File: config.mk
export PLATFORM = sky130hd
export DESIGN_NAME = snooping_bus_arbiter
export DESIGN_NICKNAME = d
export VERILOG_FILES = /design/src/rtl/core/sba_pkg.sv /design/src/rtl/core/sba_ram.sv /design/src/rtl/core/sba_front.sv /design/src/rtl/core/sba_back.sv /design/src/rtl/core/snooping_bus_arbiter.sv
export SDC_FILE = /design/constraint.sdc
export NUM_CORES = 2
export LEC_CHECK = 0
export ABC_AREA = 1
export BUFFER_PORTS_ARGS = -buffer_cell sky130_fd_sc_hd__buf_2
export CELL_PAD_IN_SITES_DETAIL_PLACEMENT = 1
export CELL_PAD_IN_SITES_GLOBAL_PLACEMENT = 1
export CORE_MARGIN = 3
export CORE_UTILIZATION = 46
export DETAILED_ROUTE_END_ITERATION = 8
export PLACE_DENSITY_LB_ADDON = 0.1
export SLEW_MARGIN = 20
export SYNTH_ARGS = -nofsm -noshare
export SYNTH_HDL_FRONTEND = slang
export SYNTH_SLANG_ARGS = --single-unit
File: constraint.sdc
create_clock -name clk -period 10.08 [get_ports clk]
set_input_delay 2.016 -clock clk [delete_from_list [all_inputs] [get_ports clk]]
set_output_delay 2.016 -clock clk [all_outputs]
set_load 0.005 [all_outputs]
File: src/rtl/core/sba_pkg.sv
// ----------------------------------------------------------------------------
// sba_pkg
// Shared types, codes and reset values of the snooping bus arbiter.
// ----------------------------------------------------------------------------
`default_nettype none

package sba_pkg;

  // Parameter defaults
  localparam int MAX_PROCS_DEF   = 8;
  localparam int QUEUE_DEPTH_DEF = 4;
  localparam int ADDR_BITS_DEF   = 48;

  // Fixed field widths
  localparam int TYPE_W    = 3;
  localparam int PROC_W    = 3;
  localparam int KIND_W    = 3;
  localparam int MSG_W     = 2;
  localparam int CFG_W     = 16;
  localparam int CFG_IDX_W = 2;
  localparam int PCNT_W    = 4;
  localparam int IDX_W     = 5;

  typedef logic [PROC_W-1:0] proc_t;
  typedef logic [IDX_W-1:0]  idx_t;
  typedef logic [KIND_W-1:0] kind_t;
  typedef logic [MSG_W-1:0]  msg_t;

  // Input transaction codes
  localparam logic [TYPE_W-1:0] REQ_TICK    = 3'd0;
  localparam logic [TYPE_W-1:0] REQ_BUS_RD  = 3'd1;
  localparam logic [TYPE_W-1:0] REQ_BUS_RDX = 3'd2;
  localparam logic [TYPE_W-1:0] REQ_DATA    = 3'd3;
  localparam logic [TYPE_W-1:0] REQ_SHARED  = 3'd4;
  localparam logic [TYPE_W-1:0] REQ_MEM_RDY = 3'd5;
  localparam logic [TYPE_W-1:0] REQ_QUERY   = 3'd6;
  localparam logic [TYPE_W-1:0] REQ_NOP     = 3'd7;

  // Result kinds
  localparam kind_t KIND_MEM_RD = 3'd0;
  localparam kind_t KIND_SNOOP  = 3'd1;
  localparam kind_t KIND_DONE   = 3'd2;
  localparam kind_t KIND_QUERY  = 3'd3;
  localparam kind_t KIND_DROP   = 3'd4;

  // Message types
  localparam msg_t MSG_BUS_RD  = 2'd0;
  localparam msg_t MSG_BUS_RDX = 2'd1;
  localparam msg_t MSG_DATA    = 2'd2;
  localparam msg_t MSG_SHARED  = 2'd3;

  // Register indexes
  localparam logic [CFG_IDX_W-1:0] CFG_PROC_COUNT = 2'd0;
  localparam logic [CFG_IDX_W-1:0] CFG_CACHE_DLY  = 2'd1;
  localparam logic [CFG_IDX_W-1:0] CFG_CACHE_XFER = 2'd2;
  localparam logic [CFG_IDX_W-1:0] CFG_MEM_LAT    = 2'd3;

  // Register reset values
  localparam logic [PCNT_W-1:0] PROC_COUNT_RST = 4'd1;
  localparam logic [CFG_W-1:0]  CACHE_DLY_RST  = 16'd10;
  localparam logic [CFG_W-1:0]  CACHE_XFER_RST = 16'd10;
  localparam logic [CFG_W-1:0]  MEM_LAT_RST    = 16'd100;

  // Pending transaction phases
  localparam logic [1:0] PH_WAIT_CACHE = 2'd0;
  localparam logic [1:0] PH_WAIT_MEM   = 2'd1;
  localparam logic [1:0] PH_CACHE_XFER = 2'd2;
  localparam logic [1:0] PH_MEM_XFER   = 2'd3;

  // Classified operation
  typedef enum logic [2:0] {
    OP_TICK, OP_BUS_RD, OP_BUS_RDX, OP_DATA, OP_SHARED, OP_MEM_RDY, OP_QUERY
  } op_t;

  typedef struct packed {
    op_t   op;
    proc_t proc;
  } item_ctl_t;

endpackage

`default_nettype wire

File: src/rtl/core/sba_ram.sv
// ----------------------------------------------------------------------------
// sba_ram
// Generic single-write, single-read RAM with registered read data.
// ----------------------------------------------------------------------------
`default_nettype none

module sba_ram #(
  parameter int WIDTH = 8,
  parameter int DEPTH = 32,
  localparam int AW = (DEPTH > 1) ? $clog2(DEPTH) : 1
) (
  input  wire logic             clk,
  input  wire logic             we,
  input  wire logic [AW-1:0]    waddr,
  input  wire logic [WIDTH-1:0] wdata,
  input  wire logic [AW-1:0]    raddr,
  output logic      [WIDTH-1:0] rdata
);

  logic [WIDTH-1:0] mem [DEPTH];

  always_ff @(posedge clk) begin
    if (we) begin
      mem[waddr] <= wdata;
    end
    rdata <= mem[raddr];
  end

endmodule

`default_nettype wire

File: src/rtl/core/sba_front.sv
// ----------------------------------------------------------------------------
// sba_front
// Accepts input transactions, classifies them and buffers them in a
// two-entry queue toward the bus engine. No-operation codes are consumed.
// ----------------------------------------------------------------------------
`default_nettype none

module sba_front #(
  parameter int ADDR_BITS = sba_pkg::ADDR_BITS_DEF
) (
  input  wire logic                         clk,
  input  wire logic                         rst,
  input  wire logic                         in_valid,
  output logic                              in_ready,
  input  wire logic [sba_pkg::TYPE_W-1:0]   req_type,
  input  wire logic [ADDR_BITS-1:0]         addr,
  input  wire sba_pkg::proc_t               proc,
  output logic                              q_valid,
  input  wire logic                         q_ready,
  output sba_pkg::item_ctl_t                q_ctl,
  output logic      [ADDR_BITS-1:0]         q_addr
);

  sba_pkg::item_ctl_t   ctl_buf  [2];
  logic [ADDR_BITS-1:0] addr_buf [2];
  logic                 wr_ptr;
  logic                 rd_ptr;
  logic [1:0]           count;
  sba_pkg::op_t         op_cls;
  logic                 push;
  logic                 pop;

  // Classify the raw code
  always_comb begin
    unique case (req_type)
      sba_pkg::REQ_TICK:    op_cls = sba_pkg::OP_TICK;
      sba_pkg::REQ_BUS_RD:  op_cls = sba_pkg::OP_BUS_RD;
      sba_pkg::REQ_BUS_RDX: op_cls = sba_pkg::OP_BUS_RDX;
      sba_pkg::REQ_DATA:    op_cls = sba_pkg::OP_DATA;
      sba_pkg::REQ_SHARED:  op_cls = sba_pkg::OP_SHARED;
      sba_pkg::REQ_MEM_RDY: op_cls = sba_pkg::OP_MEM_RDY;
      sba_pkg::REQ_QUERY:   op_cls = sba_pkg::OP_QUERY;
      default:              op_cls = sba_pkg::OP_TICK;
    endcase
  end

  assign in_ready = (count != 2'd2);
  assign push     = in_valid && in_ready && (req_type != sba_pkg::REQ_NOP);
  assign q_valid  = (count != 2'd0);
  assign pop      = q_valid && q_ready;
  assign q_ctl    = ctl_buf[rd_ptr];
  assign q_addr   = addr_buf[rd_ptr];

  // Queue storage
  always_ff @(posedge clk) begin
    if (push) begin
      ctl_buf[wr_ptr]  <= '{op: op_cls, proc: proc};
      addr_buf[wr_ptr] <= addr;
    end
  end

  // Queue pointers
  always_ff @(posedge clk) begin
    if (rst) begin
      wr_ptr <= 1'b0;
      rd_ptr <= 1'b0;
      count  <= 2'd0;
    end else begin
      if (push) wr_ptr <= !wr_ptr;
      if (pop)  rd_ptr <= !rd_ptr;
      if (push && !pop)      count <= count + 2'd1;
      else if (pop && !push) count <= count - 2'd1;
    end
  end

endmodule

`default_nettype wire

File: src/rtl/core/sba_back.sv
// ----------------------------------------------------------------------------
// sba_back
// Bus engine: holds the pending transaction and the per-processor request
// FIFOs, runs ticks, snoop fan-out and round-robin arbitration, and drives
// the registered result channel.
// ----------------------------------------------------------------------------
`default_nettype none

module sba_back #(
  parameter int MAX_PROCS   = sba_pkg::MAX_PROCS_DEF,
  parameter int QUEUE_DEPTH = sba_pkg::QUEUE_DEPTH_DEF,
  parameter int ADDR_BITS   = sba_pkg::ADDR_BITS_DEF
) (
  input  wire logic                            clk,
  input  wire logic                            rst,
  input  wire logic                            cfg_we,
  input  wire logic [sba_pkg::CFG_IDX_W-1:0]   cfg_index,
  input  wire logic [sba_pkg::CFG_W-1:0]       cfg_data,
  input  wire logic                            q_valid,
  output logic                                 q_ready,
  input  wire sba_pkg::item_ctl_t              q_ctl,
  input  wire logic [ADDR_BITS-1:0]            q_addr,
  output logic                                 out_valid,
  input  wire logic                            out_ready,
  output sba_pkg::kind_t                       kind,
  output sba_pkg::msg_t                        msg_type,
  output logic      [ADDR_BITS-1:0]            addr_res,
  output sba_pkg::proc_t                       target_proc,
  output logic                                 flag,
  output logic                                 last
);

  localparam int PW    = (MAX_PROCS > 1) ? $clog2(MAX_PROCS) : 1;
  localparam int HW    = (QUEUE_DEPTH > 1) ? $clog2(QUEUE_DEPTH) : 1;
  localparam int CW    = $clog2(QUEUE_DEPTH + 1);
  localparam int SLOTS = MAX_PROCS * QUEUE_DEPTH;
  localparam int AW    = (SLOTS > 1) ? $clog2(SLOTS) : 1;
  localparam int EW    = ADDR_BITS + 1;
  localparam sba_pkg::idx_t MAXC   = sba_pkg::idx_t'(MAX_PROCS);
  localparam logic [CW-1:0] QD     = CW'(QUEUE_DEPTH);
  localparam logic [HW:0]   QD_EXT = (HW+1)'(QUEUE_DEPTH);
  localparam logic [HW-1:0] HLAST  = HW'(QUEUE_DEPTH - 1);

  typedef enum logic [2:0] {
    S_IDLE, S_EXEC, S_ARB, S_ARB_LOAD, S_MEMRD, S_SNOOP
  } state_t;

  state_t state;

  // Configuration registers
  logic [sba_pkg::PCNT_W-1:0] proc_count;
  logic [sba_pkg::CFG_W-1:0]  snoop_wait;
  logic [sba_pkg::CFG_W-1:0]  cache_xfer;
  logic [sba_pkg::CFG_W-1:0]  mem_lat;

  // Pending transaction
  logic                      pend_valid;
  logic                      pend_rdx;
  logic [ADDR_BITS-1:0]      pend_addr;
  sba_pkg::idx_t             pend_proc;
  logic [1:0]                pend_phase;
  logic                      flag_shared;
  logic                      flag_memrdy;
  logic [sba_pkg::CFG_W-1:0] countdown;
  sba_pkg::idx_t             rr;

  // Current transaction
  sba_pkg::op_t              cur_op;
  logic [ADDR_BITS-1:0]      cur_addr;
  sba_pkg::idx_t             cur_pn;

  // Arbitration and fan-out
  sba_pkg::idx_t             pos;
  sba_pkg::idx_t             scan;
  sba_pkg::idx_t             sidx;

  // Per-processor FIFO pointers
  logic [HW-1:0] head [MAX_PROCS];
  logic [CW-1:0] qcnt [MAX_PROCS];

  sba_pkg::idx_t             cnt;
  logic                      out_free;
  logic                      out_load;
  logic                      match;
  logic [sba_pkg::CFG_W-1:0] cd_dec;
  logic [sba_pkg::CFG_W-1:0] cd_t;
  logic [1:0]                phase_t;
  logic [PW-1:0]             idx_sel;
  logic [HW-1:0]             sel_head;
  logic [CW-1:0]             sel_cnt;
  logic [HW:0]               slot_sum;
  logic [HW-1:0]             slot;
  logic [HW-1:0]             head_inc;
  logic                      is_rdx;
  logic                      req_drop;
  logic                      ram_we;
  logic [AW-1:0]             ram_waddr;
  logic [AW-1:0]             ram_raddr;
  logic [EW-1:0]             ram_rdata;
  sba_pkg::idx_t             pos_inc;
  sba_pkg::idx_t             snoop_first;
  sba_pkg::idx_t             snoop_nxt;

  // Reduce v modulo c for small v, c >= 1
  function automatic sba_pkg::idx_t mod_cnt(input sba_pkg::idx_t v, input sba_pkg::idx_t c);
    sba_pkg::idx_t r;
    r = v;
    for (int k = 0; k < MAX_PROCS; k++) begin
      if (r >= c) r = r - c;
    end
    return r;
  endfunction

  // Skip the requester in the snoop walk
  function automatic sba_pkg::idx_t skip_req(input sba_pkg::idx_t j, input sba_pkg::idx_t rq);
    return (j == rq) ? j + sba_pkg::idx_t'(1) : j;
  endfunction

  // Effective processor count, clamped to 1..MAX_PROCS
  always_comb begin
    if (proc_count == '0) cnt = sba_pkg::idx_t'(1);
    else if (sba_pkg::idx_t'(proc_count) > MAXC) cnt = MAXC;
    else cnt = sba_pkg::idx_t'(proc_count);
  end

  assign out_free = !out_valid || out_ready;
  assign match    = pend_valid && (pend_addr == cur_addr);
  assign q_ready  = (state == S_IDLE);

  // Tick countdown step
  assign cd_dec  = (countdown != '0) ? countdown - 1'b1 : '0;
  assign cd_t    = flag_memrdy ? '0 : cd_dec;
  assign phase_t = flag_memrdy ? sba_pkg::PH_MEM_XFER : pend_phase;

  // FIFO pointer access: arbitration position or current requester
  assign idx_sel  = (state == S_ARB) ? pos[PW-1:0] : cur_pn[PW-1:0];
  assign sel_head = head[idx_sel];
  assign sel_cnt  = qcnt[idx_sel];
  assign slot_sum = (HW+1)'(sel_head) + (HW+1)'(sel_cnt);
  assign slot     = (slot_sum >= QD_EXT) ? HW'(slot_sum - QD_EXT) : HW'(slot_sum);
  assign head_inc = (sel_head == HLAST) ? '0 : sel_head + 1'b1;

  assign is_rdx   = (cur_op == sba_pkg::OP_BUS_RDX);
  assign req_drop = (cur_pn >= cnt) || (pend_valid && (sel_cnt >= QD));
  assign ram_we   = (state == S_EXEC) && (cur_op == sba_pkg::OP_BUS_RD ||
                    cur_op == sba_pkg::OP_BUS_RDX) && !req_drop && pend_valid;
  assign ram_waddr = AW'(int'(idx_sel) * QUEUE_DEPTH + int'(slot));
  assign ram_raddr = AW'(int'(idx_sel) * QUEUE_DEPTH + int'(sel_head));

  assign pos_inc     = (pos + sba_pkg::idx_t'(1) == cnt) ? '0 : pos + sba_pkg::idx_t'(1);
  assign snoop_first = skip_req('0, pend_proc);
  assign snoop_nxt   = skip_req(sidx + sba_pkg::idx_t'(1), pend_proc);

  // Result register loads this cycle
  assign out_load = out_free && (
    (state == S_MEMRD) || (state == S_SNOOP) ||
    ((state == S_EXEC) && (
      (cur_op == sba_pkg::OP_QUERY) ||
      ((cur_op == sba_pkg::OP_BUS_RD || cur_op == sba_pkg::OP_BUS_RDX) && req_drop) ||
      ((cur_op == sba_pkg::OP_TICK) && pend_valid && (cd_t == '0) &&
       (phase_t == sba_pkg::PH_CACHE_XFER || phase_t == sba_pkg::PH_MEM_XFER)))));

  // Queued request store
  sba_ram #(
    .WIDTH (EW),
    .DEPTH (SLOTS)
  ) u_queue_ram (
    .clk   (clk),
    .we    (ram_we),
    .waddr (ram_waddr),
    .wdata ({is_rdx, cur_addr}),
    .raddr (ram_raddr),
    .rdata (ram_rdata)
  );

  // Configuration registers
  always_ff @(posedge clk) begin
    if (rst) begin
      proc_count <= sba_pkg::PROC_COUNT_RST;
      snoop_wait <= sba_pkg::CACHE_DLY_RST;
      cache_xfer <= sba_pkg::CACHE_XFER_RST;
      mem_lat    <= sba_pkg::MEM_LAT_RST;
    end else if (cfg_we) begin
      unique case (cfg_index)
        sba_pkg::CFG_PROC_COUNT: proc_count <= cfg_data[sba_pkg::PCNT_W-1:0];
        sba_pkg::CFG_CACHE_DLY:  snoop_wait <= cfg_data;
        sba_pkg::CFG_CACHE_XFER: cache_xfer <= cfg_data;
        sba_pkg::CFG_MEM_LAT:    mem_lat    <= cfg_data;
      endcase
    end
  end

  // Engine state machine and result register
  always_ff @(posedge clk) begin
    if (rst) begin
      state       <= S_IDLE;
      pend_valid  <= 1'b0;
      pend_rdx    <= 1'b0;
      pend_addr   <= '0;
      pend_proc   <= '0;
      pend_phase  <= sba_pkg::PH_WAIT_CACHE;
      flag_shared <= 1'b0;
      flag_memrdy <= 1'b0;
      countdown   <= '0;
      rr          <= '0;
      out_valid   <= 1'b0;
      for (int i = 0; i < MAX_PROCS; i++) begin
        head[i] <= '0;
        qcnt[i] <= '0;
      end
    end else begin
      // held while stalled, cleared once taken, set on a new result
      out_valid <= out_load || (out_valid && !out_ready);

      unique case (state)
        S_IDLE: begin
          if (q_valid) begin
            cur_op   <= q_ctl.op;
            cur_addr <= q_addr;
            cur_pn   <= sba_pkg::idx_t'(q_ctl.proc);
            state    <= S_EXEC;
          end
        end

        S_EXEC: begin
          unique case (cur_op)
            sba_pkg::OP_TICK: begin
              if (!pend_valid) begin
                pos   <= mod_cnt(rr, cnt);
                scan  <= '0;
                state <= S_ARB;
              end else if (cd_t != '0) begin
                countdown <= cd_t;
                state     <= S_IDLE;
              end else if (phase_t == sba_pkg::PH_WAIT_CACHE) begin
                countdown  <= mem_lat;
                pend_phase <= sba_pkg::PH_WAIT_MEM;
                state      <= S_MEMRD;
              end else if (phase_t == sba_pkg::PH_WAIT_MEM) begin
                countdown <= '0;
                state     <= S_IDLE;
              end else if (out_free) begin
                // completion, Shared if a shared reply was seen
                kind        <= sba_pkg::KIND_DONE;
                msg_type    <= flag_shared ? sba_pkg::MSG_SHARED : sba_pkg::MSG_DATA;
                addr_res    <= pend_addr;
                target_proc <= sba_pkg::proc_t'(pend_proc);
                flag        <= 1'b0;
                last        <= 1'b1;
                pend_valid  <= 1'b0;
                pend_phase  <= sba_pkg::PH_WAIT_CACHE;
                flag_shared <= 1'b0;
                flag_memrdy <= 1'b0;
                countdown   <= '0;
                state       <= S_IDLE;
              end
            end

            sba_pkg::OP_BUS_RD, sba_pkg::OP_BUS_RDX: begin
              if (req_drop) begin
                if (out_free) begin
                  kind        <= sba_pkg::KIND_DROP;
                  msg_type    <= is_rdx ? sba_pkg::MSG_BUS_RDX : sba_pkg::MSG_BUS_RD;
                  addr_res    <= cur_addr;
                  target_proc <= sba_pkg::proc_t'(cur_pn);
                  flag        <= 1'b0;
                  last        <= 1'b1;
                  state       <= S_IDLE;
                end
              end else if (!pend_valid) begin
                pend_valid  <= 1'b1;
                pend_rdx    <= is_rdx;
                pend_addr   <= cur_addr;
                pend_proc   <= cur_pn;
                pend_phase  <= sba_pkg::PH_WAIT_CACHE;
                flag_shared <= 1'b0;
                flag_memrdy <= 1'b0;
                countdown   <= snoop_wait;
                state       <= S_IDLE;
              end else begin
                qcnt[idx_sel] <= sel_cnt + 1'b1;
                state         <= S_IDLE;
              end
            end

            sba_pkg::OP_DATA: begin
              if (match) begin
                pend_phase <= sba_pkg::PH_CACHE_XFER;
                countdown  <= cache_xfer;
              end
              state <= S_IDLE;
            end

            sba_pkg::OP_SHARED: begin
              if (match) flag_shared <= 1'b1;
              state <= S_IDLE;
            end

            sba_pkg::OP_MEM_RDY: begin
              if (match && pend_proc == cur_pn) flag_memrdy <= 1'b1;
              state <= S_IDLE;
            end

            sba_pkg::OP_QUERY: begin
              if (out_free) begin
                kind        <= sba_pkg::KIND_QUERY;
                msg_type    <= sba_pkg::MSG_BUS_RD;
                addr_res    <= cur_addr;
                target_proc <= sba_pkg::proc_t'(cur_pn);
                flag        <= match && (pend_proc == cur_pn) &&
                               (pend_phase == sba_pkg::PH_CACHE_XFER);
                last        <= 1'b1;
                state       <= S_IDLE;
              end
            end

            default: state <= S_IDLE;
          endcase
        end

        // Round-robin walk, one processor per cycle
        S_ARB: begin
          if (sel_cnt != '0) begin
            head[idx_sel] <= head_inc;
            qcnt[idx_sel] <= sel_cnt - 1'b1;
            rr            <= pos_inc;
            pend_proc     <= pos;
            state         <= S_ARB_LOAD;
          end else if (scan + sba_pkg::idx_t'(1) == cnt) begin
            state <= S_IDLE;
          end else begin
            pos  <= pos_inc;
            scan <= scan + sba_pkg::idx_t'(1);
          end
        end

        S_ARB_LOAD: begin
          pend_valid  <= 1'b1;
          pend_rdx    <= ram_rdata[ADDR_BITS];
          pend_addr   <= ram_rdata[ADDR_BITS-1:0];
          pend_phase  <= sba_pkg::PH_WAIT_CACHE;
          flag_shared <= 1'b0;
          flag_memrdy <= 1'b0;
          countdown   <= snoop_wait;
          state       <= S_IDLE;
        end

        S_MEMRD: begin
          if (out_free) begin
            kind        <= sba_pkg::KIND_MEM_RD;
            msg_type    <= pend_rdx ? sba_pkg::MSG_BUS_RDX : sba_pkg::MSG_BUS_RD;
            addr_res    <= pend_addr;
            target_proc <= sba_pkg::proc_t'(pend_proc);
            flag        <= 1'b0;
            last        <= (snoop_first >= cnt);
            sidx        <= snoop_first;
            state       <= (snoop_first >= cnt) ? S_IDLE : S_SNOOP;
          end
        end

        // Snoop fan-out, one processor per result
        S_SNOOP: begin
          if (out_free) begin
            kind        <= sba_pkg::KIND_SNOOP;
            msg_type    <= pend_rdx ? sba_pkg::MSG_BUS_RDX : sba_pkg::MSG_BUS_RD;
            addr_res    <= pend_addr;
            target_proc <= sba_pkg::proc_t'(sidx);
            flag        <= 1'b0;
            last        <= (snoop_nxt >= cnt);
            sidx        <= snoop_nxt;
            if (snoop_nxt >= cnt) state <= S_IDLE;
          end
        end

        default: state <= S_IDLE;
      endcase
    end
  end

endmodule

`default_nettype wire

File: src/rtl/core/snooping_bus_arbiter.sv
// A transaction passes through the front queue and then the engine; results
// leave through one output register. The engine takes a new transaction only
// when back in its idle state; a tick that issues the memory read sends that result
// and then one snoop result to each other active processor, and an arbitration tick
// probes the processor FIFOs in round-robin order, one FIFO probed per cycle.
// Reset: synchronous; all FIFOs empty, no pending transaction, registers at defaults.
// ----------------------------------------------------------------------------
// snooping_bus_arbiter
// Snooping bus controller with one transaction in flight, per-processor
// request FIFOs and round-robin arbitration.
// ----------------------------------------------------------------------------
`default_nettype none

module snooping_bus_arbiter #(
  parameter int MAX_PROCS   = sba_pkg::MAX_PROCS_DEF,
  parameter int QUEUE_DEPTH = sba_pkg::QUEUE_DEPTH_DEF,
  parameter int ADDR_BITS   = sba_pkg::ADDR_BITS_DEF
) (
  input  wire logic                          clk,
  input  wire logic                          rst,
  input  wire logic                          cfg_we,
  input  wire logic [sba_pkg::CFG_IDX_W-1:0] cfg_index,
  input  wire logic [sba_pkg::CFG_W-1:0]     cfg_data,
  input  wire logic                          in_valid,
  output logic                               in_ready,
  input  wire logic [sba_pkg::TYPE_W-1:0]    req_type,
  input  wire logic [ADDR_BITS-1:0]          addr,
  input  wire sba_pkg::proc_t                proc,
  output logic                               out_valid,
  input  wire logic                          out_ready,
  output sba_pkg::kind_t                     kind,
  output sba_pkg::msg_t                      msg_type,
  output logic      [ADDR_BITS-1:0]          addr_res,
  output sba_pkg::proc_t                     target_proc,
  output logic                               flag,
  output logic                               last
);

  logic                 q_valid;
  logic                 q_ready;
  sba_pkg::item_ctl_t   q_ctl;
  logic [ADDR_BITS-1:0] q_addr;

  // Intake and classification
  sba_front #(
    .ADDR_BITS (ADDR_BITS)
  ) u_front (
    .clk      (clk),
    .rst      (rst),
    .in_valid (in_valid),
    .in_ready (in_ready),
    .req_type (req_type),
    .addr     (addr),
    .proc     (proc),
    .q_valid  (q_valid),
    .q_ready  (q_ready),
    .q_ctl    (q_ctl),
    .q_addr   (q_addr)
  );

  // Bus engine
  sba_back #(
    .MAX_PROCS   (MAX_PROCS),
    .QUEUE_DEPTH (QUEUE_DEPTH),
    .ADDR_BITS   (ADDR_BITS)
  ) u_back (
    .clk         (clk),
    .rst         (rst),
    .cfg_we      (cfg_we),
    .cfg_index   (cfg_index),
    .cfg_data    (cfg_data),
    .q_valid     (q_valid),
    .q_ready     (q_ready),
    .q_ctl       (q_ctl),
    .q_addr      (q_addr),
    .out_valid   (out_valid),
    .out_ready   (out_ready),
    .kind        (kind),
    .msg_type    (msg_type),
    .addr_res    (addr_res),
    .target_proc (target_proc),
    .flag        (flag),
    .last        (last)
  );

endmodule

`default_nettype wire

# Yosys cells after proc, flatten, opt, wreduce, memory -nomap -nowiden
# Memories as Yosys holds them, arrays and structs flattened. A register that Yosys moved wholly into a read port is not among the register bits.
# Cells that the tools add are included.
dict set report op_classes {
  order_cmp 14
  muxes 218
  addsub 22
  bitwise_logic 2
  n_reduce_logical 78
  eq_ne 66
}
# operator count
set ops {}
lappend ops {{2-to-1 mux 48 bit} 10}
lappend ops {{2-to-1 mux 5 bit} 53}
lappend ops {{one-hot mux 48 bit (2 select lines)} 2}
lappend ops {{2-to-1 mux 16 bit} 10}
lappend ops {{one-hot mux 48 bit (3 select lines)} 1}
lappend ops {{2-to-1 mux 3 bit} 36}
lappend ops {{2-to-1 mux 1 bit} 55}
lappend ops {{>= comparator 5 bit} 10}
lappend ops {{equality test 48 bit} 1}
lappend ops {{one-hot mux 16 bit (3 select lines)} 1}
lappend ops {{one-hot mux 3 bit (3 select lines)} 5}
lappend ops {{2-to-1 mux 2 bit} 22}
lappend ops {{one-hot mux 5 bit (2 select lines)} 4}
lappend ops {{subtractor 5 bit} 8}
lappend ops {{one-hot mux 16 bit (2 select lines)} 1}
lappend ops {{nonzero test 16 bit} 2}
lappend ops {{AND reduction 10 bit} 3}
lappend ops {{!= test 3 bit, second input constant} 9}
lappend ops {{AND reduction 9 bit} 3}
lappend ops {{equality test 3 bit, second input constant} 8}
lappend ops {{!= test 3 x 2 -> 1 bit, second input constant} 7}
lappend ops {{adder 5 x 1 -> 5 bit, second input constant} 4}
lappend ops {{!= test 4 bit, second input constant} 5}
lappend ops {{logical AND 1 bit} 19}
lappend ops {{other kinds (49)} 121}
dict set report totals {
  reg_bits 213
  out_inout_bits 60
  elab_cells 432
  ramBits 1716
  mem_count 5
  inputBits 77
}
# name words width read_ports rd_clocked_by_memory_dff wr line_no
set mem_list {}
lappend mem_list {u_back.u_queue_ram.mem 32 49 1 1 1 sba_ram.sv:20} ;# logic [WIDTH-1:0] mem [DEPTH];
lappend mem_list {u_front.addr_buf 2 48 1 1 1 sba_front.sv:25} ;# logic [ADDR_BITS-1:0] addr_buf [2];
lappend mem_list {u_back.qcnt 8 3 1 0 8 sba_back.sv:79} ;# logic [CW-1:0] qcnt [MAX_PROCS];
lappend mem_list {u_back.head 8 2 1 0 8 sba_back.sv:78} ;# logic [HW-1:0] head [MAX_PROCS];
lappend mem_list {u_front.ctl_buf 2 6 1 1 1 sba_front.sv:24} ;# sba_pkg::item_ctl_t ctl_buf [2];

# Longest topological paths before layout
dict set report depth {
  word_depth 50
  mapped_depth 86
  mapped_depth_nobuf 86
}

# Modules after synthesis
# From an unflattened synthesis, not the netlist that was laid out.
dict set report unflattened {
  hier_cells 7769
  hier_area_um2 85595.8
}
# mod cells_each area_per_inst_um2 seq_area_each_um2 instances
set by_module_without_submodules {}
lappend by_module_without_submodules {sba_ram 5387 64230.4 48066.1 1}
lappend by_module_without_submodules {sba_back 2169 16930.0 7737.4 1}
lappend by_module_without_submodules {sba_front 213 4435.5 3343.2 1}

# Worst setup path before layout
# No wires, ideal clock.
dict set report synth_timing {
  path_kind {register to register}
  from {reg u_back.proc_count[1] (netlist bit)}
  to {reg u_back.pos[0] (data pin)}
  path_stages_with_launch 80
  setup_slack_ps -537
  path_buffers 0
  period_less_slack_ps 10617
  arrival_ps 10364
  required_time_ps 9826
  setup_time_ps 254
  cell_sequence {dfxtp_1 inv_1 nor2_1 inv_1 ha_1 nand2_1 nor2_1 nor2_1 nand2_1 o21ai_0 inv_1 ha_1 a21oi_1 nand2_1 nand2_1 nand2_1 inv_1 nand2_1 (+44 left out) nand3_1 inv_1 nand3_1 inv_1 nand2_1 nand2_1 inv_1 ha_1 a21oi_1 nand2_1 nand2_1 nand2_1 nor2_1 nand3_1 inv_1 nand2_1 nand3_1 nand2_1}
}
dict set report synth_via {
  elab_chain_len 50
  word_cells_on_any_way 63
  cone_classes {8 x add/sub; 9 x order compare; 1 x eq/ne; 44 x mux; 1 x reduce/logical}
}
# element line_no
set synth_rtl {}
lappend synth_rtl {{start, declared} sba_back.sv:51} ;# logic [sba_pkg::PCNT_W-1:0] proc_count;
lappend synth_rtl {{start signal, assigned} sba_back.sv:179} ;# proc_count <= sba_pkg::PROC_COUNT_RST;
lappend synth_rtl {{start signal, assigned} sba_back.sv:185} ;# sba_pkg::CFG_PROC_COUNT: proc_count <= cfg_data[sba_pkg::PCNT_W-1:0];
lappend synth_rtl {{greater-than comparator 4 bit} sba_back.sv:122} ;# else if (sba_pkg::idx_t'(proc_count) > MAXC) cnt = MAXC;
lappend synth_rtl {{2-to-1 mux 4 bit} sba_back.sv:122}
lappend synth_rtl {{2-to-1 mux 5 bit *} sba_back.sv:121} ;# if (proc_count == '0) cnt = sba_pkg::idx_t'(1);
lappend synth_rtl {{subtractor 5 bit or >= comparator 5 bit (tied branches)} sba_back.sv:109} ;# if (r >= c) r = r - c;
lappend synth_rtl {{2-to-1 mux 5 bit} sba_back.sv:109}
lappend synth_rtl {{2-to-1 mux 5 bit} sba_back.sv:228} ;# if (!pend_valid) begin
lappend synth_rtl {{2-to-1 mux 5 bit} sba_back.sv:226} ;# unique case (cur_op)
lappend synth_rtl {{2-to-1 mux 5 bit} sba_back.sv:215} ;# unique case (state)
lappend synth_rtl {{(+34 left out)} --}
lappend synth_rtl {{2-to-1 mux 5 bit} sba_back.sv:226}
lappend synth_rtl {{2-to-1 mux 5 bit} sba_back.sv:215}
lappend synth_rtl {{2-to-1 mux 5 bit} sba_back.sv:195} ;# if (rst) begin
lappend synth_rtl {{subtractor 5 bit or >= comparator 5 bit (tied branches)} sba_back.sv:109}
lappend synth_rtl {{2-to-1 mux 5 bit} sba_back.sv:109}
lappend synth_rtl {{2-to-1 mux 5 bit} sba_back.sv:228}
lappend synth_rtl {{2-to-1 mux 5 bit} sba_back.sv:226}
lappend synth_rtl {{one-hot mux 5 bit (2 select lines) *} sba_back.sv:215}
lappend synth_rtl {{end signal, assigned} sba_back.sv:229} ;# pos <= mod_cnt(rr, cnt);
lappend synth_rtl {{end signal, assigned} sba_back.sv:332} ;# pos <= pos_inc;
lappend synth_rtl {{end, declared} sba_back.sv:73} ;# sba_pkg::idx_t pos;
# Every way passes the cells marked *; elsewhere a longest branch is shown, timed or not. The select of a mux whose other input is x is not followed.
# A chain may end at the register's enable or synchronous reset.

# Worst setup path in the final report
dict set report layout_timing {
  from {reg u_back.proc_count[1] (netlist bit)}
  to {reg u_back.pos[3] (data pin)}
}
# The elaborated chain is that of the path after synthesis.

==> out/qor.txt <==
GR Layer Usage met1 - 38.96%
Final wirelength - 276.2 mm
Drt via density - 5.709
Chip width - 435.4 µm
Synthesized instance count - 7449
H-Tree Level Count - 4
Reg2reg start - u_back.proc_count[1]
R2r setup slk - 540 ps
Placed insts - 9891
Period utilisation layout - 94.60%
Min cycle time layout - 9536 ps
Slew @ Worst Pin - 1225 ps
Vias in the first global route - 60304
WS Path Type - flip-flop to flip-flop
Net Count, Synth - 7582
Via count - 58875
Synth top cells by count - 1843 x edfxtp_1, 1596 x nand2_1, 1169 x nor2_1
Fill count - 18941
Crit path required time - 10660 ps
Initial DRT Pass Iterations - 5
Synth top area cells - edfxtp_1 65%, nand2_1 7.1%, nor2_1 5.2%, dfxtp_1 4.5%, o211ai_1 3.4%
Initial antenna violation count - 2
Slew headroom - 18.36%
Post-layout instance area - 97110 µm²
CP max stage delay - 360 ps
Clock skew - 26.75 ps
Yosys top cell area share - 65.25%
Setup crit start kind - flip-flop
Dominant synthesized flop cell - edfxtp_1
CP arrival - 10110 ps
Slowest stage cell, crit path - fa_2
Clk slew on worst S/H paths - 60 ps
Status - finished clean
CTS sink cnt - 2032
Max-cap viol count - 0
Critical Path End Type - flip-flop
Area occupied by multi-input gates - 24060 µm²
Initial Util - 46.62%
Final nets - 7815
Die area - 189600 µm²
Initial DRC count - 5573
CTS tree - done
First-pass GRT wire length - 403.7 mm
Register area - 59130 µm²
Wire per inst - 26.78 µm
Share of layout cells above drive strength 1 - 14.22%
Post-synthesis cell area - 84810 µm²
Global route overflow - 0
Std cell rows - 156
Synth area leader - edfxtp_1
Post-route insts no fill - 10313
Reg2Reg Depth - 83
GRT Max-Usage Layer - met2
Top achievable clock speed - 0.1049 GHz
Hold-fix buffers, CTS - 0
Skew-Pair Late Insertion Delay - 840 ps
Pin count of the biggest net entering global routing - 182
Antenna Nets Post-Route - 0
Hold path start - u_back.mem_lat[9]
Final setup fails - 0
Hold WC Path Type - flip-flop to flip-flop
Max clock buf depth - 3
Hold Path Sink - u_back.mem_lat[9]
Synth warn - 0
Hold Fails Final Rpt - 0
Async set-reset flop share out of synthesis - 0%
Cell Area, Placed - 89260 µm²
Crit path top cell by count - nand2_1
Post-synthesis sequential area ratio - 69.72%
Number of enable flip-flop cells after synthesis - 1843
Netlist cell types - 54
CTS buffer count - 212
I/O Pins - 137
Die H - 435.4 µm
Post-layout util - 53.38%
Hold Path Stages - 2
Synth Register Bits - 2032
Hpwl dp - 155.9 mm
Post-route DRC - 0
Slew Viols, Final - 0
Met2 usage - 48.00%
Met3 Use GR - 3.160%
Core area - 181900 µm²
Root buf cell - clkbuf_16
GPL Wtd Cong - 0.8393
Area grow syn2layout - 14.51%
GRT Util Overall - 28.54%
Syn avg cell area - 11.39 µm²
R2r endpoint - u_back.pos[3]
Cell with the most instances after synthesis - edfxtp_1
Post-route setup TNS - 0 ps
I/O Buffers - 136
Worst-path fanout max - 5
worst max-delay path by stage:
| stage | to | from | slack (ps) | cells after the start |
|---|---|---|---|---|
| after floorplan | u_back.pos[0] | u_back.proc_count[3] | 30 | 80 |
| after global placement | u_back.pos[0] | u_back.proc_count[1] | -480 | 85 |
| after detailed placement | u_back.pos[3] | u_back.proc_count[2] | -960 | 80 |
| after CTS | u_back.pos[1] | u_back.proc_count[1] | 7 | 88 |
| after global routing | u_back.pos[3] | u_back.proc_count[1] | -220 | 86 |
| final | u_back.pos[3] | u_back.proc_count[1] | 540 | 83 |
layout by cell type (no fill, tap or decap), types with 10 or more instances in the layout:
cell type,count
or2_0,54
bufinv_16,18
nor2_4,40
nor2_2,13
nand2_1,1558
buf_4,262
a21oi_1,87
a22oi_1,10
xor2_1,34
nor3_1,18
clkbuf_1,52
edfxtp_1,1843
o22ai_1,18
dfxtp_1,185
o2111ai_1,15
a211oi_1,18
ha_4,24
ha_1,21
inv_1,209
clkbuf_8,28
or2_2,163
xnor2_1,26
nand2_2,33
inv_2,29
o21ai_2,13
o211ai_1,384
buf_2,135
nor2_1,1119
a21oi_2,11
nand4_1,24
clkinv_2,39
clkbuf_16,216
clkinv_1,42
a31oi_1,17
o21ai_1,366
a211oi_2,27
o21ai_0,392
nand3_1,81
or2_1,140
state kept, by name, summed over array words and instances, names as in the netlist, 4 cells and up:
register and count:
u_back.u_queue_ram.rdata 49, u_back.snoop_wait 16, u_front.addr_buf 96, u_back.mem_lat 16, u_back.scan 5, u_back.pend_proc 5
u_back.cache_xfer 16, u_back.pend_addr 48, u_back.addr_res 48, u_back.u_queue_ram.mem 1568, u_back.sidx 5, u_back.cur_addr 48
u_back.proc_count 4, u_back.rr 5, u_back.qcnt 24, u_front.ctl_buf 12, u_back.pos 5, u_back.head 16
u_back.countdown 16
kinds of logic after synthesis:
group | synth area share [%]
DFF | 69.72
adders and majority gates | 0.9058
xor gates and xnor gates | 0.6388
and+or+nand+nor | 15.80
buffers and inverters | 3.063
AOI/OAI and AO/OA | 9.874
per-layer routing:
layer	routed length, µm	share of wire [%]	up-vias
met4	9268	3.4	0
li1	-	-	26509
met5	0	0	-
met1	118600	43	30369
met2	134500	49	1601
met3	13800	5.0	396
worst max-delay path: cells and delay by family, from the launching register on:
kind	cells	cell delay (ps)
AND/OR/NAND/NOR	40	3400
adder cells (fa/ha/maj)	9	2130
flip-flops	1	330
buffers and inverters	21	1770
AO/OA/AOI/OAI	13	1610
what timing repair did:
action / 4_1_cts / 5_1_grt
cloned: 0 / 0
endpoints found under the setup margin: 5 / 5
pin swaps: 9 / 50
gates resized for setup: 47 / 105
buffers inserted: 6 / 15
final cells by class:
cell class | instances | share of cell area (%)
sequential | 2032 | 60.89
multi-input combinational | 4769 | 24.78
clock buffer | 296 | 6.164
tap | 2449 | 3.155
timing repair buffer | 414 | 2.999
inverter | 253 | 1.006
clock inverter | 98 | 1.002
antenna | 2 | 0.005154
per-stage QoR:
step	hold slack, ps	worst slack, ps
after detailed placement	444.4	-964.5
after global placement	435.5	-484.6
after CTS	452.7	6.509
final	450.3	544.3
after floorplan	423.6	31.28
after global routing	479.3	-219.9
Power is left out: the tool's default activity adds up to more than one toggle a clock period on the data nets, which glitch-free logic cannot reach.
